### src/design/jtl_pkg.sv
`timescale 1ns / 1ps
// ----------------------------------------------------------------------------
// jtl_pkg - shared types and constants of the JSON token lexer
// Beat types, token kinds, lexer modes, character codes and the small
// keyword tables used by the front end.
// ----------------------------------------------------------------------------
package jtl_pkg;

    // Offset counter width: capped at 16 bits because the token fields are 16.
    localparam int OFFSET_BITS = 16;
    localparam int OFF_W       = (OFFSET_BITS > 16) ? 16 : OFFSET_BITS;
    localparam logic [OFF_W-1:0] OFF_TOP = '1;

    // Token queue between front and back (depth must be a power of two).
    localparam int QDEPTH = 4;
    localparam int QPTR_W = $clog2(QDEPTH);
    localparam logic [QPTR_W:0] QCNT_ONE  = {{QPTR_W{1'b0}}, 1'b1};
    localparam logic [QPTR_W:0] QCNT_FULL = (QPTR_W + 1)'(QDEPTH);

    // Character codes.
    localparam logic [7:0] CH_LBRACE = 8'h7B;
    localparam logic [7:0] CH_RBRACE = 8'h7D;
    localparam logic [7:0] CH_COLON  = 8'h3A;
    localparam logic [7:0] CH_COMMA  = 8'h2C;
    localparam logic [7:0] CH_LBRACK = 8'h5B;
    localparam logic [7:0] CH_RBRACK = 8'h5D;
    localparam logic [7:0] CH_QUOTE  = 8'h22;
    localparam logic [7:0] CH_MINUS  = 8'h2D;
    localparam logic [7:0] CH_DOT    = 8'h2E;
    localparam logic [7:0] CH_LOW_E  = 8'h65;
    localparam logic [7:0] CH_UP_E   = 8'h45;

    typedef enum logic [3:0] {
        KIND_LBRACE = 4'd0,
        KIND_RBRACE = 4'd1,
        KIND_COLON  = 4'd2,
        KIND_COMMA  = 4'd3,
        KIND_LBRACK = 4'd4,
        KIND_RBRACK = 4'd5,
        KIND_STRING = 4'd6,
        KIND_NUMBER = 4'd7,
        KIND_BOOL   = 4'd8,
        KIND_NULL   = 4'd9
    } t_kind;

    typedef enum logic [1:0] {
        MODE_IDLE = 2'd0,
        MODE_STR  = 2'd1,
        MODE_NUM  = 2'd2,
        MODE_WORD = 2'd3
    } t_mode;

    // Keyword candidate bits.
    localparam int KW_TRUE  = 0;
    localparam int KW_FALSE = 1;
    localparam int KW_NULL  = 2;

    typedef struct packed {
        logic [7:0] byte_value;
        logic       end_marker;
    } t_in_beat;

    typedef struct packed {
        logic [3:0]  token_kind;
        logic [15:0] token_start;
        logic [15:0] token_length;
        logic        bool_value;
        logic        last_of_run;
        logic        offset_overflow;
    } t_out_beat;

    typedef struct packed {
        t_kind       kind;
        logic [15:0] start;
        logic [15:0] length;
        logic        bool_value;
    } t_token;

    // One queue entry holds every token that a single input byte produces.
    typedef struct packed {
        t_token tok_a;
        logic   a_valid;
        t_token tok_b;
        logic   b_valid;
        logic   overflow;
    } t_entry;

    function automatic logic is_digit(input logic [7:0] b);
        return (b >= 8'h30) && (b <= 8'h39);
    endfunction

    function automatic logic is_letter(input logic [7:0] b);
        return ((b >= 8'h61) && (b <= 8'h7A)) || ((b >= 8'h41) && (b <= 8'h5A));
    endfunction

    function automatic logic is_num_char(input logic [7:0] b);
        return is_digit(b) || (b == CH_DOT) || (b == CH_MINUS) ||
               (b == CH_LOW_E) || (b == CH_UP_E);
    endfunction

    function automatic logic [2:0] kw_len(input int k);
        return (k == KW_FALSE) ? 3'd5 : 3'd4;
    endfunction

    // Character idx of keyword k; zero beyond the keyword's end.
    function automatic logic [7:0] kw_char(input int k, input logic [2:0] idx);
        logic [7:0] c;
        c = 8'h00;
        if (k == KW_TRUE) begin
            unique case (idx)
                3'd0: c = 8'h74;
                3'd1: c = 8'h72;
                3'd2: c = 8'h75;
                3'd3: c = 8'h65;
                default: c = 8'h00;
            endcase
        end else if (k == KW_FALSE) begin
            unique case (idx)
                3'd0: c = 8'h66;
                3'd1: c = 8'h61;
                3'd2: c = 8'h6C;
                3'd3: c = 8'h73;
                3'd4: c = 8'h65;
                default: c = 8'h00;
            endcase
        end else begin
            unique case (idx)
                3'd0: c = 8'h6E;
                3'd1: c = 8'h75;
                3'd2: c = 8'h6C;
                3'd3: c = 8'h6C;
                default: c = 8'h00;
            endcase
        end
        return c;
    endfunction

    // Drop every keyword that cannot match once letter b lands at position wlen.
    function automatic logic [2:0] word_step(input logic [2:0] cand, input logic [2:0] wlen,
                                             input logic [7:0] b);
        logic [2:0] r;
        r = cand;
        for (int k = 0; k < 3; k++) begin
            if ((wlen >= kw_len(k)) || (kw_char(k, wlen) != b)) begin
                r[k] = 1'b0;
            end
        end
        return r;
    endfunction

endpackage

### src/design/jtl_front.sv
`timescale 1ns / 1ps
// ----------------------------------------------------------------------------
// jtl_front - byte classifier and lexer state
// Accepts one text beat per cycle while the queue has room, updates the lexer
// mode and offsets, pushes one entry of up to two tokens if the byte yields any.
// ----------------------------------------------------------------------------
module jtl_front (
    input  logic             i_clk,
    input  logic             i_rst_n,
    input  logic             i_valid,
    output logic             o_ready,
    input  jtl_pkg::t_in_beat i_data,
    input  logic             i_room,
    output logic             o_push,
    output jtl_pkg::t_entry  o_entry
);
    import jtl_pkg::*;

    t_mode             r_mode, n_mode;
    logic [OFF_W-1:0]  r_offset, n_offset;
    logic [OFF_W-1:0]  r_begin, n_begin;
    logic [2:0]        r_cand, n_cand;
    logic [2:0]        r_wlen, n_wlen;
    logic              r_ovf, n_ovf;

    logic              accept;
    logic [7:0]        b;
    logic [15:0]       cur_len;
    logic              do_idle;
    t_token            tok_a, tok_b;
    logic              a_valid, b_valid;
    t_token            word_tok;
    logic              word_hit;

    assign o_ready = i_room;
    assign accept  = i_valid && i_room;
    assign b       = i_data.byte_value;
    assign cur_len = 16'(r_offset) - 16'(r_begin);

    // Closing a word: first surviving keyword whose length matches.
    always_comb begin
        word_tok            = '0;
        word_tok.kind       = KIND_BOOL;
        word_tok.start      = 16'(r_begin);
        word_tok.length     = {13'd0, r_wlen};
        word_hit            = 1'b0;
        priority if (r_cand[KW_TRUE] && (r_wlen == kw_len(KW_TRUE))) begin
            word_hit            = 1'b1;
            word_tok.bool_value = 1'b1;
        end else if (r_cand[KW_FALSE] && (r_wlen == kw_len(KW_FALSE))) begin
            word_hit = 1'b1;
        end else if (r_cand[KW_NULL] && (r_wlen == kw_len(KW_NULL))) begin
            word_hit      = 1'b1;
            word_tok.kind = KIND_NULL;
        end else begin
            word_hit = 1'b0;
        end
    end

    always_comb begin
        n_mode   = r_mode;
        n_offset = r_offset;
        n_begin  = r_begin;
        n_cand   = r_cand;
        n_wlen   = r_wlen;
        n_ovf    = r_ovf;
        tok_a    = '0;
        tok_b    = '0;
        a_valid  = 1'b0;
        b_valid  = 1'b0;
        do_idle  = 1'b0;

        tok_a.start  = 16'(r_begin);
        tok_a.length = cur_len;
        tok_b.start  = 16'(r_offset);

        if (i_data.end_marker) begin
            unique case (r_mode)
                MODE_STR: begin
                    a_valid    = 1'b1;
                    tok_a.kind = KIND_STRING;
                end
                MODE_NUM: begin
                    a_valid    = 1'b1;
                    tok_a.kind = KIND_NUMBER;
                end
                MODE_WORD: begin
                    a_valid = word_hit;
                    tok_a   = word_tok;
                end
                MODE_IDLE: a_valid = 1'b0;
            endcase
            n_mode   = MODE_IDLE;
            n_offset = '0;
            n_begin  = '0;
            n_cand   = 3'b111;
            n_wlen   = 3'd0;
            n_ovf    = 1'b0;
        end else begin
            unique case (r_mode)
                MODE_STR: begin
                    if (b == CH_QUOTE) begin
                        a_valid    = 1'b1;
                        tok_a.kind = KIND_STRING;
                        n_mode     = MODE_IDLE;
                    end
                end
                MODE_NUM: begin
                    if (!is_num_char(b)) begin
                        a_valid    = 1'b1;
                        tok_a.kind = KIND_NUMBER;
                        n_mode     = MODE_IDLE;
                        do_idle    = 1'b1;
                    end
                end
                MODE_WORD: begin
                    if (is_letter(b)) begin
                        n_cand = word_step(r_cand, r_wlen, b);
                        n_wlen = (r_wlen == 3'd7) ? r_wlen : r_wlen + 3'd1;
                    end else begin
                        a_valid = word_hit;
                        tok_a   = word_tok;
                        n_mode  = MODE_IDLE;
                        do_idle = 1'b1;
                    end
                end
                MODE_IDLE: do_idle = 1'b1;
            endcase

            if (do_idle) begin
                priority if (b == CH_LBRACE) begin
                    b_valid = 1'b1; tok_b.kind = KIND_LBRACE;
                end else if (b == CH_RBRACE) begin
                    b_valid = 1'b1; tok_b.kind = KIND_RBRACE;
                end else if (b == CH_COLON) begin
                    b_valid = 1'b1; tok_b.kind = KIND_COLON;
                end else if (b == CH_COMMA) begin
                    b_valid = 1'b1; tok_b.kind = KIND_COMMA;
                end else if (b == CH_LBRACK) begin
                    b_valid = 1'b1; tok_b.kind = KIND_LBRACK;
                end else if (b == CH_RBRACK) begin
                    b_valid = 1'b1; tok_b.kind = KIND_RBRACK;
                end else if (b == CH_QUOTE) begin
                    n_mode  = MODE_STR;
                    n_begin = (r_offset < OFF_TOP) ? r_offset + 1'b1 : OFF_TOP;
                end else if (is_digit(b) || (b == CH_MINUS)) begin
                    n_mode  = MODE_NUM;
                    n_begin = r_offset;
                end else if (is_letter(b)) begin
                    n_mode  = MODE_WORD;
                    n_begin = r_offset;
                    n_cand  = word_step(3'b111, 3'd0, b);
                    n_wlen  = 3'd1;
                end else begin
                    b_valid = 1'b0;
                end
            end

            if (r_offset < OFF_TOP) begin
                n_offset = r_offset + 1'b1;
            end else begin
                n_ovf = 1'b1;
            end
        end
    end

    always_ff @(posedge i_clk) begin
        if (!i_rst_n) begin
            r_mode   <= MODE_IDLE;
            r_offset <= '0;
            r_begin  <= '0;
            r_cand   <= 3'b111;
            r_wlen   <= 3'd0;
            r_ovf    <= 1'b0;
        end else if (accept) begin
            r_mode   <= n_mode;
            r_offset <= n_offset;
            r_begin  <= n_begin;
            r_cand   <= n_cand;
            r_wlen   <= n_wlen;
            r_ovf    <= n_ovf;
        end
    end

    assign o_push           = accept && (a_valid || b_valid);
    assign o_entry.tok_a    = tok_a;
    assign o_entry.a_valid  = a_valid;
    assign o_entry.tok_b    = tok_b;
    assign o_entry.b_valid  = b_valid;
    assign o_entry.overflow = r_ovf;

endmodule

### src/design/jtl_queue.sv
`timescale 1ns / 1ps
// ----------------------------------------------------------------------------
// jtl_queue - token entry queue
// Small register queue that decouples the classifier from the output stage.
// ----------------------------------------------------------------------------
module jtl_queue (
    input  logic            i_clk,
    input  logic            i_rst_n,
    input  logic            i_push,
    input  jtl_pkg::t_entry i_entry,
    output logic            o_room,
    input  logic            i_pop,
    output logic            o_head_valid,
    output jtl_pkg::t_entry o_head
);
    import jtl_pkg::*;

    t_entry            r_mem [QDEPTH];
    logic [QPTR_W-1:0] r_wr, r_rd;
    logic [QPTR_W:0]   r_count;

    assign o_room       = (r_count != QCNT_FULL);
    assign o_head_valid = (r_count != '0);
    assign o_head       = r_mem[r_rd];

    always_ff @(posedge i_clk) begin
        if (i_push) begin
            r_mem[r_wr] <= i_entry;
        end
    end

    always_ff @(posedge i_clk) begin
        if (!i_rst_n) begin
            r_wr    <= '0;
            r_rd    <= '0;
            r_count <= '0;
        end else begin
            if (i_push) begin
                r_wr <= r_wr + 1'b1;
            end
            if (i_pop) begin
                r_rd <= r_rd + 1'b1;
            end
            if (i_push && !i_pop) begin
                r_count <= r_count + QCNT_ONE;
            end else if (i_pop && !i_push) begin
                r_count <= r_count - QCNT_ONE;
            end
        end
    end

`ifndef SYNTH
    a_no_overrun: assert property (@(posedge i_clk) disable iff (!i_rst_n)
        (i_push && !o_room) |-> i_pop)
        else $error("queue pushed while full");

    a_head_has_token: assert property (@(posedge i_clk) disable iff (!i_rst_n)
        o_head_valid |-> (o_head.a_valid || o_head.b_valid))
        else $error("queue entry without any token");
`endif

endmodule

### src/design/jtl_back.sv
`timescale 1ns / 1ps
// ----------------------------------------------------------------------------
// jtl_back - token serializer and output register
// Sends the one or two tokens of the head entry as separate result beats.
// ----------------------------------------------------------------------------
module jtl_back (
    input  logic               i_clk,
    input  logic               i_rst_n,
    input  logic               i_head_valid,
    input  jtl_pkg::t_entry    i_head,
    output logic               o_pop,
    output logic               o_valid,
    input  logic               i_ready,
    output jtl_pkg::t_out_beat o_data
);
    import jtl_pkg::*;

    logic      r_valid;
    t_out_beat r_data;
    logic      r_a_done;

    logic      load;
    logic      use_a;
    logic      last;
    t_token    tok;
    t_out_beat beat;

    assign load  = !r_valid || i_ready;
    assign use_a = i_head.a_valid && !r_a_done;
    assign last  = !use_a || !i_head.b_valid;
    assign tok   = use_a ? i_head.tok_a : i_head.tok_b;
    assign o_pop = load && i_head_valid && last;

    always_comb begin
        beat.token_kind      = tok.kind;
        beat.token_start     = tok.start;
        beat.token_length    = tok.length;
        beat.bool_value      = tok.bool_value;
        beat.last_of_run     = last;
        beat.offset_overflow = i_head.overflow;
    end

    always_ff @(posedge i_clk) begin
        if (load && i_head_valid) begin
            r_data <= beat;
        end
    end

    always_ff @(posedge i_clk) begin
        if (!i_rst_n) begin
            r_valid  <= 1'b0;
            r_a_done <= 1'b0;
        end else if (load) begin
            r_valid <= i_head_valid;
            if (i_head_valid) begin
                r_a_done <= !last;
            end
        end
    end

    assign o_valid = r_valid;
    assign o_data  = r_data;

`ifndef SYNTH
    a_pair_follows: assert property (@(posedge i_clk) disable iff (!i_rst_n)
        (o_valid && i_ready && !o_data.last_of_run) |=> o_valid)
        else $error("second token of a byte did not follow");

    a_punct_len: assert property (@(posedge i_clk) disable iff (!i_rst_n)
        (o_valid && (o_data.token_kind == KIND_LBRACE || o_data.token_kind == KIND_RBRACE ||
                     o_data.token_kind == KIND_COLON || o_data.token_kind == KIND_COMMA ||
                     o_data.token_kind == KIND_LBRACK || o_data.token_kind == KIND_RBRACK))
        |-> (o_data.token_length == 16'd0))
        else $error("punctuation token with nonzero length");
`endif

endmodule

### src/design/json_token_lexer.sv
// Path: an accepted byte is written into the token queue, and its first token
//   is then loaded from the queue head into the output register; a second
//   token of the same byte follows once the first has been taken.
// Throughput: one text byte per cycle while the four-entry token queue has
//   room; one token beat per cycle while i_ready is high, one beat per token.
// Reset: synchronous, active low; clears lexer state, queue and output valid.
`timescale 1ns / 1ps
// ----------------------------------------------------------------------------
// json_token_lexer - streaming JSON tokenizer
// Takes JSON text one byte per beat, or an end marker, and emits one result
// beat per token with its kind, start offset and length.
// ----------------------------------------------------------------------------
module json_token_lexer (
    input  logic               i_clk,
    input  logic               i_rst_n,
    input  logic               i_valid,
    output logic               o_ready,
    input  jtl_pkg::t_in_beat  i_data,
    output logic               o_valid,
    input  logic               i_ready,
    output jtl_pkg::t_out_beat o_data
);
    import jtl_pkg::*;

    // The front end owns all lexer state. It classifies each byte against the
    // current mode (idle, string, number, word) and builds a queue entry that
    // holds the token closed by this byte and the punctuation token that the
    // byte itself produces, either of which may be absent.
    logic   push;
    logic   room;
    t_entry push_entry;

    // The queue lets the front end keep taking bytes while the output side is
    // stalled, and lets the output side drain while input is idle.
    logic   pop;
    logic   head_valid;
    t_entry head;

    jtl_front u_front (
        .i_clk   (i_clk),
        .i_rst_n (i_rst_n),
        .i_valid (i_valid),
        .o_ready (o_ready),
        .i_data  (i_data),
        .i_room  (room),
        .o_push  (push),
        .o_entry (push_entry)
    );

    jtl_queue u_queue (
        .i_clk        (i_clk),
        .i_rst_n      (i_rst_n),
        .i_push       (push),
        .i_entry      (push_entry),
        .o_room       (room),
        .i_pop        (pop),
        .o_head_valid (head_valid),
        .o_head       (head)
    );

    // The back end splits each entry into one result beat per token, marks
    // the final one with last_of_run, and holds it in an output register.
    jtl_back u_back (
        .i_clk        (i_clk),
        .i_rst_n      (i_rst_n),
        .i_head_valid (head_valid),
        .i_head       (head),
        .o_pop        (pop),
        .o_valid      (o_valid),
        .i_ready      (i_ready),
        .o_data       (o_data)
    );

endmodule
### config.mk
export PLATFORM = sky130hd
export DESIGN_NAME = json_token_lexer
export DESIGN_NICKNAME = d
export VERILOG_FILES = /design/src/design/jtl_pkg.sv /design/src/design/jtl_front.sv /design/src/design/jtl_queue.sv /design/src/design/jtl_back.sv /design/src/design/json_token_lexer.sv
export SDC_FILE = /design/constraint.sdc
export NUM_CORES = 1
export LEC_CHECK = 0
export BUFFER_PORTS_ARGS = -buffer_cell sky130_fd_sc_hd__buf_2
export CAP_MARGIN = 20
export CORE_MARGIN = 4
export CORE_UTILIZATION = 35
export DETAILED_ROUTE_END_ITERATION = 16
export MAX_ROUTING_LAYER = met4
export PLACE_DENSITY = 0.57
export RECOVER_POWER = 25
export SLEW_MARGIN = 20
export SYNTH_ARGS = -nofsm -noshare
export SYNTH_HDL_FRONTEND = slang
export SYNTH_SLANG_ARGS = --single-unit
### constraint.sdc
create_clock -name i_clk -period 9.1 [get_ports i_clk]
set_clock_uncertainty 0.1 [all_clocks]
set_input_delay 0.91 -clock i_clk [delete_from_list [all_inputs] [get_ports i_clk]]
set_output_delay 0.91 -clock i_clk [all_outputs]
set_load 0.01 [all_outputs]
==> flow_metrics.tcl, run 1 <==
set metrics [dict create \
    status "finished, violations left" \
    violations "max-capacitance violations, max-slew violations" \
    p_comb_share_pct 17.9 \
    synth_nets 1057 \
    antenna_found_initial 0 \
    syn_to_final_growth_pct 13.5 \
    clk_latency_ns 0.51 \
    crit_chain "buf_2 -> inv_1 -> a21oi_4 -> clkbuf_1 -> nand2_1 -> ha_1 -> inv_1 -> fa_1 -> xor2_1 -> or3_1 -> a21boi_0" \
    synth-edff-count 271 \
    grt_first_pass_wirelength_mm 51.1 \
    p_switching_uw 987 \
    cp.buffers_inverters 4 \
    relSlewSlack_pct -80.6 \
    post-cts-setup-buffers 0 \
    ys_seq_elements 323 \
    slowest_stage "clkbuf_1" \
    cts_root_buffer "clkbuf_16" \
    synthFlopType "edfxtp_1" \
    htree_levels 2 \
    tightest_slew_ns 2.71 \
    maxSlewViolCount 95 \
    period_share_pct 50.8 \
    setup_viol 0 \
    async_flop_share_pct 0 \
    antenna_left 0 \
    numCtsBuffers 36 \
    powerDensity_nw_per_um2 236 \
    grt_max_degree 59 \
    holdCritPathClass "flop to flop" \
    min_to "u_queue.r_wr[1]" \
    regToRegSetupSlack_ns 4.52 \
    grt_setup_unrepaired "no" \
    drt_first_pass_iters 5 \
    cp-startpoint "i_ready" \
    syn_inst 1013 \
    grt_util_all_layers_pct 14.8 \
    rows 74 \
    final_common_cell "edfxtp_1" \
    finalPower_mw 3.88 \
    startpoint_type "input port" \
    syn_avg_cell_area_um2 14.3 \
    p_int_mw 2.89 \
    worst_r2r_startpoint "u_queue.r_count[0]" \
    clkPwrFrac_pct 35.9 \
    die_y_um 211 \
    p_sw_share_pct 25.5 \
    gp_congestion 0.829 \
    place_area_um2 15300 \
    cp_max_fo 42 \
    insertedDiodeCount 0 \
    clock.fmax_mhz 216 \
    drc_errors 0 \
    cts.sinks 323 \
    ys_warn_count 0 \
    tritoncts "yes" \
    cts_buffer_depth 3 \
    cap_viol_max_count 2 \
    core_um2 40800 \
    drtIter0Drc 560 \
    gr-total-overflow 0 \
    peakVddDrop_mv 0.113 \
    cts.repair.resized 0 \
    path_common_cell "inv_1" \
    period_needed_ns 4.62 \
    synth_cell_types 79 \
    cp_slowest_stage_delay_ns 1.91 \
    hpwl_mm 20.0 \
    routed_wire_length_per_instance_um 19.7 \
    hold_viol_final 0 \
    hold_buffers 0 \
    clkTransAtPathRegs_ns 0.06 \
    critPathArrivalTime_ns 4.96 \
    die_area_um2 44600 \
    synth_area_um2 14500 \
    fin_nets 1104 \
    r2r_end "u_queue.r_count[2]" \
    worstRegToRegCells 10 \
    die_w_um 211 \
    ys_seq_area_share_pct 63.5 \
    final_area_um2 16400 \
    final_cell_mix "271 x edfxtp_1, 69 x nor2_1, 58 x mux4_2, 57 x a21oi_1, 53 x buf_2" \
    fin_setup_tns_ns 0 \
    grt_pass1_vias 8858 \
    vias 8680 \
    drive_gt1_share_pct 20.4 \
    p_seq_share_pct 46.2 \
    min_from "u_queue.r_wr[1]" \
    start_util_pct 35.4 \
    via_per_inst 5.36 \
    nFillCells 3763 \
    path_class "input port to flop" \
    p_leak_nw 5.36 \
    required_ns 9.44 \
    crit_family "buffers and inverters" \
    wl_mm 31.9 \
    port_buffers 53 \
    io_pins 54 \
    hold_depth 2 \
    endpoint_kind "flop" \
]
==> worst max-delay path by stage <==
stage	cells after the start	end	slack, ns
floorplan	9	u_queue.r_count[2]	4.52
global placement	9	u_queue.r_mem[3][49]	4.12
detailed placement	9	u_queue.r_mem[0][59]	4.02
CTS	9	u_queue.r_mem[0][28]	4.56
global route	10	u_queue.r_count[2]	3.97
finish	11	u_queue.r_count[2]	4.48
==> area by class of cell <==
| cell class | instances | area [µm²] | share of cell area (%) |
|---|---|---|---|
| Multi-Input combinational cell | 595 | 4910 | 29.9 |
| Inverter | 38 | 143 | 0.870 |
| Sequential cell | 323 | 9180 | 56.0 |
| Timing Repair Buffer | 66 | 355 | 2.17 |
| Clock buffer | 53 | 1020 | 6.20 |
| Tap cell | 532 | 666 | 4.06 |
| Clock inverter | 13 | 130 | 0.793 |
==> Yosys cell counts (all sizes together), types with 4 or more instances <==
cell type  instances  area (µm²)
o211ai             5        42.5
a211o              4        35.0
o21bai             4        30.0
o21ai             46         234
mux2i              6        60.1
ha                29         363
a311o              6        60.1
a31o               4        35.0
and2              14        87.6
clkbuf            36         135
nand4              5        31.3
o31ai              6        45.0
a31oi              6        37.5
mux4              58        1310
or3                6        37.5
a21o               4        30.0
o21a               4        30.0
or2                5        31.3
nor2              71         277
nor3              12        60.1
a21boi             8        60.1
nand2             44         168
nor4               7        50.1
a211oi             4        35.0
edfxtp           271        8140
nand3             34         170
dfxtp             52        1040
xnor2             16         140
nand2b            10        62.6
and3              24         150
o41ai              6        90.1
a21oi             58         290
inv               38         143
xor2               6        52.6
nor2b             18         113
mux2              18         203
buf               21         109
==> power by group through the flow <==
stage,registers [mW],logic [mW],clock network (mW)
floorplan,1.87,0.424,0
global placement,1.82,0.716,0
detailed placement,1.82,0.718,0
CTS,1.79,0.720,1.43
global route,1.81,0.760,1.50
finish,1.79,0.692,1.39
==> metal layers <==
layer	routed length (µm)	track usage, %	up-vias	part of all wire (%)
met5	0	-	-	0
met4	805	4.38	0	2.5
met3	1370	2.20	72	4.3
met2	15900	24.3	205	50
met1	13900	19.4	4372	43
li1	-	-	4031	-
==> sequential cells by signal, indices dropped and copies added (netlist names), 2 cells and up, named ones only <==
signal / flops
u_queue.r_mem: 232
u_back.o_data: 39
u_front.r_begin: 16
u_front.r_offset: 16
u_front.r_cand: 3
u_front.r_wlen: 3
u_queue.r_count: 3
u_front.r_mode: 2
u_queue.r_rd: 2
u_queue.r_wr: 2
==> cell families after synthesis <==
group	after synthesis	share of synthesized area (%)
AOI/OAI and AO/OA	194	9.30
buffers and inverters	95	2.67
xor gates and xnor gates	22	1.33
adders and majority gates	31	2.79
muxes	82	10.9
and+or+nand+nor	266	9.57
DFF	323	63.5
==> worst min-delay path, delay by kind of cell (launching register included) <==
| family | cells | cell delay [ns] |
|---|---|---|
| DFF | 1 | 0.34 |
| and+or+nand+nor | 1 | 0.07 |
| muxes | 1 | 0.05 |
==> metrics by stage <==
stage / utilization [%] / instances / setup WS [ns] / hold WS (ns)
6_report: 40.2 / 1620 / 4.48 / 0.407
5_1_grt: 40.2 / 1620 / 3.97 / 0.432
4_1_cts: 40.2 / 1620 / 4.56 / 0.399
3_5_place_dp: 37.4 / 1554 / 4.02 / 0.385
3_3_place_gp: 37.4 / 1554 / 4.12 / 0.373
2_1_floorplan: - / 1013 / 4.52 / 0.339
(Power assumes the default switching activity.)
==> run 2, diff against run 1 <==
- ABC_AREA: default -> 1
- clock period: 9.1 -> 4.8 ns (I/O delays scaled with it)
==> flow_metrics.tcl, run 2 <==
set metrics [dict create \
    status "complete, no violations" \
    die_area_um2 45400 \
    hpwl_mm 23.7 \
    grt_util_all_layers_pct 16.6 \
    ys_top_cells_by_area "edfxtp_1 55%, nor2_1 7.4%, dfxtp_1 7.1%" \
    cp_slowest_stage_delay_ns 0.44 \
    largest_register_ff_count 232 \
    hold_viol_final 0 \
    synth_top_area_cell "edfxtp_1" \
    peakVddDrop_mv 0.248 \
    regToRegSetupSlack_ns 1.27 \
    clkTransAtPathRegs_ns 0.07 \
    endpoint_kind "flop" \
    synth_nets 1514 \
    ys_warn_count 0 \
    grt_pass1_vias 10282 \
    cts.sinks 323 \
    port_buffers 53 \
    setup_viol 0 \
    syn_inst 1470 \
    wl_mm 37.0 \
    drive_gt1_share_pct 8.63 \
    syn_avg_cell_area_um2 10.0 \
    drt_first_pass_iters 5 \
    antenna_found_initial 1 \
    largest-register "u_queue.r_mem" \
    routed_wire_length_per_instance_um 18.0 \
    synth_top_area_share_pct 55.2 \
    fin_setup_tns_ns 0 \
    synth_cell_types 43 \
    drtIter0Drc 806 \
    die_w_um 213 \
    start_util_pct 35.8 \
    crit_chain "inv_1 -> ha_1 -> nand2_1 -> inv_1 -> nand2_1 -> nand3_1 -> nand4_1 -> nand2_1 -> inv_1 -> nand2_1 -> nand2_1 -> nand2_1 -> nand2_1 -> inv_1 -> ha_1 -> inv_1 -> fa_1 -> a21oi_1 -> o21ai_0 -> o21ai_0 -> a21oi_1" \
    cts_buffer_depth 3 \
    via_per_inst 5.13 \
    fin_util_pct 40.4 \
    clock.fmax_mhz 283 \
    maxSlewViolCount 0 \
    path_common_cell "nand2_1" \
    antenna_left 0 \
    final_area_um2 16600 \
    grt_setup_unrepaired "no" \
    gr-total-overflow 0 \
    die_y_um 213 \
    io_pins 54 \
    period_share_pct 73.6 \
    cts.repair.resized 0 \
    critPathArrivalTime_ns 3.84 \
    worst_r2r_startpoint "u_front.r_wlen[0]" \
    synth-edff-count 271 \
    r2r_end "u_queue.r_count[2]" \
    clk_latency_ns 0.52 \
    holdCritPathClass "input port to flop" \
    synth_area_um2 14700 \
    syn_to_final_growth_pct 13.0 \
    ys_seq_area_share_pct 62.3 \
    worstRegToRegCells 21 \
    fin_nets 1549 \
    final_common_cell "nor2_1" \
    tritoncts "yes" \
    cts_root_buffer "clkbuf_16" \
    grt_max_degree 105 \
    cp-startpoint "u_front.r_wlen[0]" \
    ys_seq_elements 323 \
    core_um2 41200 \
    powerDensity_nw_per_um2 498 \
    path_class "flop to flop" \
    synth_common_cells "289 x nor2_1, 271 x edfxtp_1, 189 x nand2_1" \
    vias 10586 \
    final_cell_mix "284 x nor2_1, 271 x edfxtp_1, 189 x nand2_1, 152 x o21ai_0, 98 x inv_1" \
    worstSetupEndpoint "u_queue.r_count[2]" \
    gp_congestion 0.892 \
    yosysMostFrequentCell "nor2_1" \
    post-cts-setup-buffers 0 \
    synthFlopType "edfxtp_1" \
    slowest_stage "fa_1" \
    rows 74 \
    grt_first_pass_wirelength_mm 57.6 \
    required_ns 5.10 \
    p_leak_nw 6.06 \
    period_needed_ns 3.53 \
    startpoint_type "flop" \
    tightest_slew_ns 1.01 \
    cp_max_fo 6 \
    hold_buffers 0 \
    cap_viol_max_count 0 \
    drc_errors 0 \
    numCtsBuffers 34 \
    relSlewSlack_pct 32.4 \
    htree_levels 2 \
    place_area_um2 15500 \
    async_flop_share_pct 0 \
]
[run 2: cell types whose count changed after synthesis, moves of 35 or more]
cell     delta
inv_1      +62
nand3_1    +35
nor2_1    +220
mux4_2     -58
o21ai_0   +115
nand2_1   +146
[run 2: layout make-up]
cell class | instances | area, µm²
Timing Repair Buffer | 67 | 385
Clock buffer | 43 | 926
Fill cell | 3956 | 24600
Sequential cell | 323 | 9180
Multi-Input combinational cell | 967 | 4860
Tap cell | 532 | 666
Inverter | 112 | 423
Antenna cell | 1 | 2.50
Clock inverter | 18 | 196
[run 2: worst max-delay path, delay by kind of cell, from the launching register on]
kind	cells	cell delay, ns
compound gates	4	0.47
fa+ha+maj	3	0.85
flops	1	0.36
simple gates	9	1.08
buf+inv	5	0.54
[run 2: worst min-delay path by stage]
| stage | from | cells past startpoint | slack [ns] | to |
|---|---|---|---|---|
| final | i_ready | 4 | 0.28 | u_back.o_valid |
| after global routing | i_rst_n | 3 | 0.32 | u_front.r_begin[3] |
| after CTS | i_ready | 4 | 0.27 | u_back.o_valid |
| after detailed placement | u_queue.r_rd[1] | 2 | 0.35 | flop |
| after global placement | u_queue.r_rd[1] | 2 | 0.34 | flop |
| after floorplan | u_queue.r_rd[1] | 2 | 0.34 | flop |
[run 2: per-layer routing]
| layer | share of wire [%] | GRT usage [%] |
|---|---|---|
| met5 | 0 | - |
| met4 | 2.8 | 5.52 |
| met3 | 4.3 | 2.29 |
| met2 | 47 | 27.1 |
| met1 | 45 | 21.6 |
[run 2: kinds of logic (layout without fill, tap and decap cells)]
| logic type | Yosys count | count (layout) | synth area share [%] |
|---|---|---|---|
| other | 0 | 1 | 0 |
| adders and majority gates | 31 | 31 | 2.73 |
| DFF | 323 | 323 | 62.3 |
| xor gates and xnor gates | 25 | 25 | 1.49 |
| and+or+nand+nor | 598 | 598 | 16.8 |
| buffers and inverters | 180 | 240 | 5.08 |
| AOI/OAI and AO/OA | 313 | 313 | 11.6 |
[run 2: report_power, final]
group / switching [mW] / internal (mW)
sequential: 0.109 / 3.49
combinational: 1.46 / 0.569
clock: 1.07 / 1.59
[run 2: per-stage QoR]
stage	cells	hold WS (ns)	setup WS (ns)	power, mW
after detailed placement	2001	0.353	1.09	5.75
final	2063	0.279	1.27	8.28
after floorplan	1470	0.336	0.126	5.01
after global routing	2063	0.316	0.870	8.74
after global placement	2000	0.342	1.11	5.74
after CTS	2062	0.272	1.28	8.43
